$ cat src/rtl/tscb_pkg.sv
// Types, codes and the control program of the text screen cursor buffer.
package tscb_pkg;

  // Field widths fixed by the command and result words
  localparam int KIND_W   = 4;
  localparam int ROW_W    = 6;
  localparam int COL_W    = 8;
  localparam int CHAR_W   = 8;
  localparam int POS_W    = 12;
  localparam int STATUS_W = 2;
  localparam int CFG_IDX_W  = 2;
  localparam int CFG_DATA_W = 8;

  // Register reset values, store fill character and the null character
  localparam logic [ROW_W-1:0]  HEIGHT_RST = 6'd24;
  localparam logic [COL_W-1:0]  WIDTH_RST  = 8'd80;
  localparam logic [CHAR_W-1:0] FILL_RST   = 8'd32;
  localparam logic [CHAR_W-1:0] CHAR_NUL   = 8'd0;

  // Configuration register indexes
  localparam logic [CFG_IDX_W-1:0] CFG_HEIGHT = 2'd0;
  localparam logic [CFG_IDX_W-1:0] CFG_WIDTH  = 2'd1;

  // Command kinds
  typedef enum logic [KIND_W-1:0] {
    KIND_HOME  = 4'd0,
    KIND_FWD   = 4'd1,
    KIND_BACK  = 4'd2,
    KIND_UP    = 4'd3,
    KIND_DOWN  = 4'd4,
    KIND_END   = 4'd5,
    KIND_MOVE  = 4'd6,
    KIND_WRITE = 4'd7,
    KIND_READ  = 4'd8,
    KIND_CLEAR = 4'd9
  } kind_e;

  // Result status codes
  typedef enum logic [STATUS_W-1:0] {
    ST_OK    = 2'd0,
    ST_RANGE = 2'd1,
    ST_NUL   = 2'd2
  } status_e;

  // Program steps
  typedef enum logic [3:0] {
    PC_INIT, PC_IDLE, PC_GEO, PC_PREP, PC_HOME, PC_FWD, PC_BACK, PC_UP,
    PC_DOWN, PC_END, PC_MOVE, PC_WRITE, PC_CLEAR, PC_READ, PC_EMIT
  } pc_e;

  // Sequencing of a step
  typedef enum logic [2:0] {
    JMP_GOTO, JMP_DISPATCH, JMP_WAIT_IN, JMP_WAIT_OUT, JMP_LOOP
  } jmp_e;

  // Cursor operation of a step
  typedef enum logic [3:0] {
    CUR_HOLD, CUR_ZERO, CUR_CLAMP, CUR_FWD, CUR_BACK, CUR_UP, CUR_DOWN,
    CUR_LAST, CUR_MOVE
  } cur_op_e;

  // Store operation of a step
  typedef enum logic [2:0] {
    MEM_NONE, MEM_INIT, MEM_FILL, MEM_WRITE, MEM_READ
  } mem_op_e;

  // One control word
  typedef struct packed {
    logic    take;
    jmp_e    jmp;
    pc_e     tgt;
    cur_op_e cur;
    mem_op_e mem;
    logic    ld_prod;
    logic    mul_tgt;
    logic    ld_size;
    logic    emit;
  } ctrl_t;

  // Conditions the sequencer branches on
  typedef struct packed {
    logic in_fire;
    logic out_free;
    logic fill_last;
  } cond_t;

  // Control program
  function automatic ctrl_t ucode(pc_e pc);
    ctrl_t c;
    c = '{take: 1'b0, jmp: JMP_GOTO, tgt: PC_READ, cur: CUR_HOLD, mem: MEM_NONE,
          ld_prod: 1'b0, mul_tgt: 1'b0, ld_size: 1'b0, emit: 1'b0};
    case (pc)
      PC_INIT: begin
        c.mem = MEM_INIT;
        c.jmp = JMP_LOOP;
        c.tgt = PC_IDLE;
      end
      PC_IDLE: begin
        c.take = 1'b1;
        c.jmp  = JMP_WAIT_IN;
        c.tgt  = PC_GEO;
      end
      PC_GEO: begin
        c.ld_prod = 1'b1;
        c.tgt     = PC_PREP;
      end
      PC_PREP: begin
        c.ld_size = 1'b1;
        c.ld_prod = 1'b1;
        c.mul_tgt = 1'b1;
        c.cur     = CUR_CLAMP;
        c.jmp     = JMP_DISPATCH;
      end
      PC_HOME:  c.cur = CUR_ZERO;
      PC_FWD:   c.cur = CUR_FWD;
      PC_BACK:  c.cur = CUR_BACK;
      PC_UP:    c.cur = CUR_UP;
      PC_DOWN:  c.cur = CUR_DOWN;
      PC_END:   c.cur = CUR_LAST;
      PC_MOVE:  c.cur = CUR_MOVE;
      PC_WRITE: c.mem = MEM_WRITE;
      PC_CLEAR: begin
        c.mem = MEM_FILL;
        c.cur = CUR_ZERO;
        c.jmp = JMP_LOOP;
      end
      PC_READ: begin
        c.mem = MEM_READ;
        c.tgt = PC_EMIT;
      end
      PC_EMIT: begin
        c.emit = 1'b1;
        c.jmp  = JMP_WAIT_OUT;
        c.tgt  = PC_IDLE;
      end
      default: c.tgt = PC_IDLE;
    endcase
    return c;
  endfunction

  // First step of each command kind; unused kinds act as home
  function automatic pc_e dispatch(logic [KIND_W-1:0] kind);
    pc_e pc;
    case (kind)
      KIND_FWD:              pc = PC_FWD;
      KIND_BACK:             pc = PC_BACK;
      KIND_UP:               pc = PC_UP;
      KIND_DOWN:             pc = PC_DOWN;
      KIND_END:              pc = PC_END;
      KIND_MOVE, KIND_READ:  pc = PC_MOVE;
      KIND_WRITE:            pc = PC_WRITE;
      KIND_CLEAR:            pc = PC_CLEAR;
      default:               pc = PC_HOME;
    endcase
    return pc;
  endfunction

endpackage

$ cat src/rtl/tscb_seq.sv
// Program counter and control store of the text screen cursor buffer.
module tscb_seq (
  input  logic                        clk_i,
  input  logic                        rst_ni,
  input  logic [tscb_pkg::KIND_W-1:0] kind_i,
  input  tscb_pkg::cond_t             cond_i,
  output tscb_pkg::ctrl_t             ctrl_o
);

  tscb_pkg::pc_e pc_q, pc_d;

  // Fetch the control word of the current step
  assign ctrl_o = tscb_pkg::ucode(pc_q);

  // Pick the next step
  always_comb begin
    case (ctrl_o.jmp)
      tscb_pkg::JMP_GOTO:     pc_d = ctrl_o.tgt;
      tscb_pkg::JMP_DISPATCH: pc_d = tscb_pkg::dispatch(kind_i);
      tscb_pkg::JMP_WAIT_IN:  pc_d = cond_i.in_fire   ? ctrl_o.tgt : pc_q;
      tscb_pkg::JMP_WAIT_OUT: pc_d = cond_i.out_free  ? ctrl_o.tgt : pc_q;
      tscb_pkg::JMP_LOOP:     pc_d = cond_i.fill_last ? ctrl_o.tgt : pc_q;
      default:                pc_d = tscb_pkg::PC_IDLE;
    endcase
  end

  // Hold the step counter; start with the store clearing pass
  always_ff @(posedge clk_i or negedge rst_ni) begin
    if (!rst_ni) begin
      pc_q <= tscb_pkg::PC_INIT;
    end else begin
      pc_q <= pc_d;
    end
  end

endmodule

$ cat config.mk
export PLATFORM = sky130hd
export DESIGN_NAME = tscb_seq
export DESIGN_NICKNAME = d
export VERILOG_FILES = /design/src/rtl/tscb_pkg.sv /design/src/rtl/tscb_seq.sv
export SDC_FILE = /design/constraint.sdc
export NUM_CORES = 1
export LEC_CHECK = 0
export ABC_AREA = 1
export ABC_CLOCK_PERIOD_IN_PS = 1500
export BUFFER_PORTS_ARGS = -buffer_cell sky130_fd_sc_hd__buf_4
export CORE_AREA = 5 5 42 44
export CTS_CLUSTER_DIAMETER = 100
export DETAILED_ROUTE_END_ITERATION = 8
export DIE_AREA = 0 0 47 49
export PLACE_DENSITY = 0.68
export SLEW_MARGIN = 20
export SYNTH_ARGS = -nofsm -noshare
export SYNTH_HDL_FRONTEND = slang
export SYNTH_SLANG_ARGS = --single-unit
$ cat constraint.sdc
create_clock -name clk_i -period 1.5 [get_ports clk_i]
set_input_delay 0.225 -clock clk_i [delete_from_list [all_inputs] [get_ports clk_i]]
set_output_delay 0.225 -clock clk_i [all_outputs]
set_load 0.02 [all_outputs]
==> flow_results.org, run 1 <==
** Layout
- The layout has 118 filler cells.
- Most frequent standard cell in the layout excluding fill and tap cells :: nand2_1
- Final nets :: 142
- The largest registers in the layout are pc_q x4.
- The post-route netlist has approximately three fifths of its cells at a drive strength greater than 1.
- The area growth from synthesis to layout is 94.8%.
- Multi-input combinational cell area :: 379 um2
- Commonest cells after routing, fill and taps aside :: nand2_1, buf_4, buf_6
- The sequential cells in the finished layout cover a total of roughly 110 um2.
- For this run, the share of the core covered by cells in the final layout is 66.6%.
- Inserted Diodes :: 0
- Post-layout instance area :: 933 um2
- The register with the most flip-flops in the layout has 4 of them.
- More flip-flops sit in one register than any other, and that register is pc_q.

** Drt
- The routed layout has 689 vias.
- In the routed layout, each cell is associated on average with a via count of 4.69.
- DRC errors left :: 0
- In the final routed layout, each cell accounts on average for between 10 and 15 um.
- Detailed-router iteration count before antenna repair :: 6
- Iteration-0 DRC count of the detailed router :: 11
- Number of nets with antenna violations after detailed routing :: 0
- Routed wire length :: roughly 1.6 mm

** Die
- Pin placement for this block handled 28 I/O pins.
- In this run the standard cell core region covers roughly 1400 um2.
- Standard-cell row count :: 14
- Die area :: 2300 um2
- The initial utilization of the core area, before any placement, comes to 34.2%.
- Die width :: about 47 um
- Die boundary height :: 49 um

** Logic synthesis
- Avg Synthesized Cell Area :: 5.27 um2
- The cell area that synthesis handed to floorplanning was 479 um2.
- Sequential elements use between 20% and 30% of the synthesized area.
- The netlist uses 14 different library cells.
- The Yosys step of the flow raised 0 warnings.
- After synthesis the netlist holds a flip-flop and latch count of 4.
- The number of nets handed over by synthesis was 100.
- Count of mapped cells out of synthesis :: just over 90

** Power
- Summed over all cells, the static leakage comes to approximately 0.00054 uW.
- Across the VDD grid, the largest voltage drop is around 1000 uV.
- In this run the power density over the cells is 2240 nW/um2.

** STA
- Setup repair after global routing could not meet its margin everywhere.
- The worst path in the final design needs a cycle of approximately 1.6 ns, including I/O delays and setup.
- After routing, the total negative slack on setup checks comes to -0.162 ns.
- Final clock period utilization by the worst path :: 105%
- Number of endpoints with negative hold slack in the final report :: 0
- Hold is met by approximately 0.31 ns.
- Once routing completed, OpenROAD measured the worst setup slack at -0.0791 ns.
- Setup violations remaining at the end of the flow were counted as 9.
- Between clock sinks in the finished design, the worst skew comes to 0.00586 ns.
- Measured against its own limit, the worst slew margin works out to about 82%.
- Final Slew Violations :: 0
- For the pin with the worst max-slew slack, the measured transition is 0.266 ns.
- Maximum clock frequency :: ~0.63 GHz

** Global routing
- Entering global routing, the biggest net connects 7 pins.
- The number of antenna violations at the first check in global routing came to 0.
- For this run the aggregate overflow at the end of global routing stands at 0.
- Total GRT Usage :: approximately 14%
- The number of global-route vias before repair is 642.
- The first global-routing pass estimated 2.42 mm of wire.

** Critical path
- On the critical path, the stage with the largest delay is an instance of dfrtp_2.
- Data arrival at the endpoint of the critical path :: 1.35 ns
- Maximum net fanout on the critical path :: 6
- Family with the most delay on the worst path :: flip-flops
- CP max stage delay :: 0.48 ns
- Crit path kind :: register to output port
- Reg-to-reg critical path startpoint :: pc_q[1]$_DFFE_PN0P_
- Critical path buffer and inverter count :: 2
- The most critical setup path has its startpoint at pc_q[1]$_DFFE_PN0P_.
- Sort of element at the start of the critical path :: register
- Traced cell by cell, the critical path runs through nor2_4 > nand2_2 > nand2_2 > inv_2 > o21ai_1 > buf_4.
- At the worst endpoint, the required time is 1.27 ns.
- Counting stages on the worst path, the most repeated cell is nand2_2.
- Kind of capture point of the worst setup path :: output port

** Flow run
- Max-cap violations in this run came to 0.

** Clocking
- TritonCTS clock tree :: done
- The longest clock path from root to sink contains 2 buffers.
- In this run the number of H-tree levels came out at 1.
- In this run the clock root is driven by a clkbuf_4.
- Clock sinks :: 4
- Clock-pin slew was measured on the worst setup and hold paths at 0.04 ns.
- The later pin in the worst-skew pair is clocked with a latency of 0.23 ns.
- Total clock buffers created by CTS :: 3

** Placement
- Routability-driven placement finished with a final weighted congestion of roughly 0.90.
- Summing all placed instances gives a cell area of 687 um2.
- Summed over all nets, the half-perimeter wirelength after detailed placement is 1.16 mm.
- Quantity of I/O buffers inserted on ports :: 27

** Status
- The checks that failed: setup timing.
- The flow ran to the end, but the final reports show violations.

** Min path
- In this run the worst hold path is classified as primary input to async pin.
-- synth_stat cells --
master    count  area (um2)
nand2_1      36         135
inv_1        15        56.3
nor2_1        8        30.0
nand3_1       7        35.0
dfrtp_1       4         100
nand2_2       4        25.0
a21oi_1       3        15.0
nor2_2        3        18.8
o21ai_0       3        15.0
buf_4         2        15.0
nand3b_1      2        15.0
o21ai_1       2        10.0
inv_2         1        3.75
nor3_1        1        5.00
-- through the flow --
step,power (uW),worst slack [ns],cells
after floorplan,990,0.0403,91
after global placement,1420,0.0861,132
after detailed placement,1420,0.0725,132
after CTS,1780,-0.0133,143
after global routing,2250,-0.116,147
final,2090,-0.0791,147
-- worst register-to-register path: cells and delay by family (launching register included) --
family | cells | cell delay [ns]
and+or+nand+nor | 6 | 0.62
DFF | 1 | 0.48
buffers and inverters | 1 | 0.13
-- cells by family after synthesis --
group | count (synthesis) | synth area share, %
AOI/OAI and AO/OA | 8 | 8.35
and+or+nand+nor | 61 | 55.1
DFF | 4 | 20.9
buffers and inverters | 18 | 15.7
-- per-layer routing --
layer,vias up,global-route usage [%],share of wire [%]
met5,-,0,0
met1,310,15.5,41
li1,360,-,-
met2,17,24.0,54
met3,2,2.58,3.8
met4,0,5.99,0.92
-- timing repair --
action | CTS | global route
gates resized for setup | 25 | 29
endpoints found under the setup margin | 13 | 17
buffers inserted | 7 | 4
pin swaps | 5 | 7
hold buffers | 1 | 0
hold endpoints to repair | 4 | 0
-- final timing paths --
check,end,slack [ns],depth (start not counted)
max in group asynchronous,pc_q[0]$_DFFE_PN0P_,1.07,2
min in group clk_i,pc_q[1]$_DFFE_PN0P_,0.34,3
setup / recovery,ctrl_o[12],-0.08,6
hold reg to reg,pc_q[2]$_DFFE_PN0P_,0.63,2
setup reg to reg,pc_q[0]$_DFFE_PN0P_,0.15,7
hold / removal,pc_q[2]$_DFFE_PN0P_,0.31,2
-- area by class of cell --
class	instances	share of cell area (%)
clock buffer	3	2.41
inverter	16	6.70
multi-input combinational	69	40.6
sequential	4	11.3
tap	16	2.14
timing repair buffer	39	36.9
-- report_power, final --
part,internal (uW),switching [uW]
Clock,89.2,41.2
Sequential,169,118
Combinational,746,927
Note: power is estimated with default switching activity, not from simulation.
==> run 2: changes to the inputs <==
- REMOVE_ABC_BUFFERS: unset -> 1
==> flow_results.org, run 2 (synthesis gave the netlist of run 1 again) <==
** Critical path
- In this design, the stage delay of the slowest critical-path cell is 0.46 ns.
- The critical path is of the register to output port type.
- The kind of cell with the highest combined delay along the critical path is flip-flops.
- The worst register-to-register path begins at pc_q[2]$_DFFE_PN0P_.
- Maximum net fanout on the critical path :: 6
- STA classifies the critical path endpoint as an output port.
- Critical path buffer and inverter count :: 2
- Series of cell instances along the critical path :: nor2_4 > nand2_2 > nand2_2 > inv_2 > o21ai_2 > buf_6
- Crit path top cell by count :: nand2_2
- Counting cells, the worst reg-to-reg path comes to 8.
- Sort of element at the start of the critical path :: register
- Standard cell with the maximum stage delay on the critical path :: dfrtp_2
- The endpoint identified for the worst register-to-register timing path is pc_q[0]$_DFFE_PN0P_.
- STA puts the critical path data arrival time at roughly 1.3 ns.
- R2R setup slack :: 0.09 ns
- Endpoint required time on the critical path :: 1.27 ns

** Layout
- Area Growth Syn to Fin :: 111%
- Reg with most FFs :: pc_q
- Commonest cells after routing, fill and taps aside :: buf_4, nand2_1, buf_6
- Most frequent standard cell in the layout excluding fill and tap cells :: buf_4
- Final nets :: 145
- The multi-input combinational cells in the finished layout cover a total of 418 um2.
- Share of final-layout standard cells stronger than drive strength 1 :: 64.9%
- Inserted Diodes :: 0
- The register with the most flip-flops in the layout has 4 of them.
- The largest registers in the layout are pc_q x4.
- Fill cells in the final layout number between 100 and 150.
- Area taken by flip-flops and latches :: roughly 110 um2

** Power
- In this run the power spent charging and discharging nets is 1210 uW.
- Combinational share of power :: 81.8%
- Sequential cells burn 12.5% of the power.
- Total power consumption of the routed design :: 2300 uW
- Summed over all cells, the static leakage comes to slightly below 0.0006 uW.
- VDD sags by at most between 1000 and 1500 uV.
- In this run switching power makes up a little over half of total power.
- Power density of the placed cells :: 2280 nW/um2
- Internal power comes to 1090 uW.
- Clock network fraction of design power :: 5.7%

** Drt
- DRC errors left :: 0
- Routed wire length :: 2.03 mm
- In the routed layout, each cell is associated on average with a via count of 4.92.
- Number of nets with antenna violations after detailed routing :: 0
- Iteration-0 DRC count of the detailed router :: 16
- For this run, the detailed router's first-pass iteration total came to 4.
- After detailed routing, the average wire length per cell comes to 13.5 um.
- Total number of vias :: 738

** Clocking
- Clk buf depth :: 2
- Clock latency of the later-clocked register in the worst-skew pair :: 0.23 ns
- Clock tree synthesis selected as its root buffer the cell clkbuf_4.
- Maximum level of the CTS H-tree :: 1
- TritonCTS clock tree :: done
- Clock-pin slew was measured on the worst setup and hold paths at ~0.04 ns.
- Total clock buffers created by CTS :: 3
- The clock net in this run drives a total of 4 sinks.

** Placement
- Detailed placement ended at an HPWL of 1.19 mm.
- The congestion estimate from routability-driven global placement came to between 0.8 and 0.9.
- Placement-stage worst setup slack :: just under 0.07 ns
- Input and output buffers added on the ports amount to 27.

** Min path
- The tightest min-delay check is of the primary input to async pin type.

** Die
- Die area :: 2300 um2
- The core region is between 1000 and 1500 um2.
- Standard-cell row count :: 14
- In this run the horizontal extent of the chip is 47 um.
- Once the floorplan was initialized, standard cells occupied 34.2% of the core.
- 28 I/O pins were placed.
- From bottom edge to top edge, the die measures between 40 and 50 um.

** STA
- The final count of hold timing violations is 0.
- For this run, the top clock speed supported by timing is 0.639 GHz.
- Min Clock Period, post-route :: 1.56 ns
- The final-report max-slew violation count is 0.
- Worst Tran Pin Value :: 0.225 ns
- The worst pin sits at a relative slew slack of 84.8%.
- PnR worst setup slack :: -0.0637 ns
- Final number of setup-violating endpoints :: 9
- Setup Skew :: 0.000574 ns
- Setup repair after global routing could not meet its margin everywhere.
- Final clock period utilization by the worst path :: 104%

** Global routing
- Maximum number of pins on one net before global-route repair :: 8
- Initial antenna violation count :: 0
- The first global-routing pass estimated 2.62 mm of wire.
- Total gr overflow :: 0
- In the global route stage, overall resource usage came out at 15.4%.
- Number of global-route vias before repair :: ~660

** Status
- Violated checks :: setup timing
- Outcome :: finished with violations

** Flow run
- Max Cap Viol :: 0
-- run 2: cell count changes in the layout (fill, tap and decap cells not counted), moves of 2 or more --
cell | previous run | this run
buf_6 | 13 | 15
nand2_1 | 26 | 23
inv_2 | 12 | 8
inv_1 | 3 | 5
nand2_2 | 12 | 14
-- run 2: layout make-up --
type / instances / area share (%)
Clock buffer: 3 / 2.23
Inverter: 16 / 6.94
Multi-Input combinational cell: 69 / 41.4
Sequential cell: 4 / 10.4
Tap cell: 16 / 1.98
Timing Repair Buffer: 42 / 37.1
-- run 2: power groups by stage --
stage	registers, uW	clock network, uW	logic [uW]
6_report	286	131	1880
5_1_grt	293	145	2020
4_1_cts	275	136	1460
3_5_place_dp	236	0	1190
3_3_place_gp	235	0	1180
2_1_floorplan	215	0	753
-- run 2: repair_timing --
action,CTS,global route
setup endpoints to repair,14,18
resized for setup,30,36
hold endpoints to repair,4,0
setup buffers,10,4
hold buffers,1,0
pin swaps,8,7
cloned,0,0
-- run 2: layer usage --
metal	up-vias	wire length, um	share of wire (%)	track usage (%)
li1	363	-	-	-
met1	345	793	39	17.9
met2	24	1060	52	25.3
met3	6	108	5.3	2.58
met4	0	69	3.4	8.29
met5	-	0	0	0
-- run 2: worst max path at each step --
stage | startpoint | slack [ns] | endpoint | cells after the start
floorplan | pc_q[1]$_DFFE_PN0P_ | 0.04 | ctrl_o[15] | 6
global placement | pc_q[1]$_DFFE_PN0P_ | 0.06 | ctrl_o[16] | 7
detailed placement | pc_q[1]$_DFFE_PN0P_ | 0.07 | ctrl_o[12] | 6
CTS | pc_q[0]$_DFFE_PN0P_ | -0.01 | ctrl_o[13] | 6
global route | pc_q[1]$_DFFE_PN0P_ | -0.13 | ctrl_o[12] | 6
finish | pc_q[1]$_DFFE_PN0P_ | -0.06 | ctrl_o[12] | 6
-- run 2: metrics by stage --
stage	utilization (%)	hold slack, ns	TNS, ns	instances	cell area, um2
detailed placement	49.0	0.0230	0	132	687
finish	72.1	0.323	-0.292	150	1010
global route	72.1	0.334	-1.06	150	1010
floorplan	-	-0.0706	0	89	464
global placement	49.0	0.0232	0	132	687
CTS	61.5	0.313	-0.0430	146	862
==> run 3: changes to the inputs <==
- MAX_ROUTING_LAYER: unset -> met4
- PLACE_DENSITY: 0.68 -> unset
- PLACE_DENSITY_LB_ADDON: unset -> 0.2
==> flow_results.org, run 3 (synthesis gave the netlist of run 1 again) <==
** Status
- Outcome :: finished with violations
- The final reports fail on setup timing.

** Drt
- The first routing iteration left 10 violations.
- The detail route stage leaves a number of antenna-violating nets equal to 0.
- After detailed routing, the average wire length per cell comes to roughly 12 um.
- Total number of vias :: 696
- DRC errors left :: 0
- For this run, the detailed router's first-pass iteration total came to 4.
- In the routed layout, each cell is associated on average with a via count of ~4.7.
- For this block, the routed nets add up to 1.75 mm of wire.

** Power
- Power density of the placed cells :: 2230 nW/um2
- Power comes to 2160 uW.
- The internal power of the cells totals 1030 uW.
- For this design the static power due to leakage is approximately 0.00056 uW.
- The analysis attributes to net switching a power of 1130 uW.
- Fraction of power consumed by sequential logic :: 13.5%
- Combinational share of power :: 80.3%
- IR Drop Worst-Case VDD :: 1220 uV
- Of the total power, the share spent switching nets is between 50% and 60%.
- Clock network fraction of design power :: 6.2%

** Clocking
- TritonCTS clock tree :: done
- Root cell of the clock tree :: clkbuf_4
- Clk buf depth :: 2
- In this run, CTS created clock tree buffers numbering 3.
- Maximum level of the CTS H-tree :: 1
- After clock tree synthesis, the clock-pin slew on the worst setup and hold paths is 0.04 ns.
- Clock sinks :: 4
- The later pin in the worst-skew pair is clocked with a latency of 0.24 ns.

** Critical path
- The critical path in this run is classified as register to output port.
- Data arrival at the endpoint of the critical path :: 1.30 ns
- The worst setup path is captured at an output port.
- Standard cell with the maximum stage delay on the critical path :: dfrtp_2
- Endpoint required time on the critical path :: 1.27 ns
- Family with the most delay on the worst path :: flip-flops
- Together, buffers and inverters on the worst path number 3.
- Maximum net fanout on the critical path :: 6
- Sort of element at the start of the critical path :: register
- CP max stage delay :: 0.45 ns
- Series of cell instances along the critical path :: buf_4 > nand2_4 > inv_2 > nand2_2 > nand3_1 > buf_6

** STA
- Counting I/O delays and the setup requirement, the final critical path takes around 1.5 ns.
- Final Slew Violations :: 0
- The final critical path takes up 102% of the cycle.
- Worst Tran Pin Value :: 0.242 ns
- Measured against its own limit, the worst slew margin works out to 83.8%.
- Number of endpoints with negative hold slack in the final report :: 0
- Maximum clock frequency :: 0.656 GHz
- Between clock sinks in the finished design, the worst skew comes to between 0.007 and 0.008 ns.
- Across all setup checks in the final design, the least slack found is -0.0238 ns.
- Final number of setup-violating endpoints :: 7
- Hold WS :: about 0.32 ns
- Setup repair after global routing missed its margin :: yes

** Global routing
- Maximum number of pins on one net before global-route repair :: 7
- Global routing finished with a remaining overflow of 0.
- Global Route met2 Usage :: 25.3%
- Global-route wire length before repair :: 2.50 mm
- Highest-utilization routing layer at the global route stage :: met2
- Global routing used 14.6% of the available tracks across all layers.
- Met3 demand-to-capacity share in global routing :: about 3.3%
- Global routing used 17.1% of the available met1 tracks.
- Initial antenna violation count :: 0
- The number of global-route vias before repair was about 610.

** Die
- The floorplan step set the die width to between 40 and 50 um.
- The floorplan step set the die height to 49 um.
- Standard-cell row count :: 14
- Die area :: 2300 um2
- For this design the top-level I/O count stands at 28.
- Initial core utilization :: 34.2%
- The region available for standard cell placement spans 1400 um2.

** Placement
- The congestion estimate from routability-driven global placement came to 0.867.
- Quantity of I/O buffers inserted on ports :: 27
- After legalization and detailed placement, the total HPWL measured 1.14 mm.

** Layout
- Area Growth Syn to Fin :: 102%
- Reg with most FFs :: pc_q
- Max FFs per register :: 4
- For this run, the share of the core covered by cells in the final layout is 69.2%.
- In the final layout, the registers with the most flip-flops are pc_q x4.
- Share of final-layout standard cells stronger than drive strength 1 :: 63.2%
- The library cell used most frequently in the layout, excluding fill and tap cells, is buf_4.
- Leaving out fill and tap cells, the most frequent cells in the layout are buf_4, nand2_1, buf_6.
- Fill cells in the final layout number 121.
- Final nets :: roughly 140
- Inserted Diodes :: 0

** Min path
- Hold crit path type :: primary input to async pin

** Flow run
- Max Cap Viol :: 0
[run 3: cell count changes in the layout (fill, tap and decap cells not counted), sizes merged]
| cell | delta |
|---|---|
| buf | -1 |
[run 3: metrics by stage]
| step | instances | setup WS, ns | setup TNS, ns | instance area, um2 |
|---|---|---|---|---|
| global placement | 132 | 0.100 | 0 | 687 |
| floorplan | 89 | 0.0403 | 0 | 464 |
| CTS | 141 | -0.0367 | -0.247 | 791 |
| global route | 149 | -0.0854 | -0.882 | 970 |
| detailed placement | 132 | 0.0765 | 0 | 687 |
| finish | 149 | -0.0238 | -0.0905 | 970 |
[run 3: final timing paths]
kind / from / endpoint / slack [ns] / cells after the start
min in group clk_i: cond_i[1] / pc_q[1]$_DFFE_PN0P_ / 0.33 / 3
max in group asynchronous: rst_ni / pc_q[1]$_DFFE_PN0P_ / 1.06 / 2
min reg2reg: pc_q[2]$_DFFE_PN0P_ / pc_q[3]$_DFFE_PN0P_ / 0.68 / 2
min: rst_ni / pc_q[2]$_DFFE_PN0P_ / 0.32 / 2
max: pc_q[1]$_DFFE_PN0P_ / ctrl_o[8] / -0.02 / 6
max reg2reg: pc_q[2]$_DFFE_PN0P_ / pc_q[0]$_DFFE_PN0P_ / 0.07 / 7
[run 3: worst reg2reg max path, stage by stage, from the launching register on]
cell,delay (ns)
dfrtp_2,0.48
nor2_4,0.16
buf_6,0.13
nand2_2,0.07
a21oi_1,0.20
nor2_1,0.11
nand2_1,0.10
nand2_1,0.06
[run 3: final cells by class]
cell class	count	area [um2]	area share, %
Multi-Input combinational cell	69	398	41.0
Timing Repair Buffer	41	359	37.0
Sequential cell	4	105	10.8
Tap cell	16	20.0	2.06
Inverter	16	65.1	6.71
Clock buffer	3	22.5	2.32
[run 3: routing by layer]
metal  vias up  wire length (um)
li1        360                 -
met1       310               658
met2        22               959
met3         4                96
met4         0                36
met5         -                 0
[run 3: timing repair]
item	CTS	global route
endpoints found under the hold margin	4	0
resized for setup	19	39
pin swaps	3	9
buffers inserted	5	8
hold buffers	1	0
setup endpoints to repair	15	17
[run 3: power groups by stage]
| stage | logic [uW] | registers [uW] | clock network [uW] |
|---|---|---|---|
| after floorplan | 753 | 215 | 0 |
| after global placement | 1190 | 231 | 0 |
| after detailed placement | 1180 | 234 | 0 |
| after CTS | 1330 | 265 | 138 |
| after global routing | 1880 | 296 | 151 |
| final | 1740 | 291 | 134 |
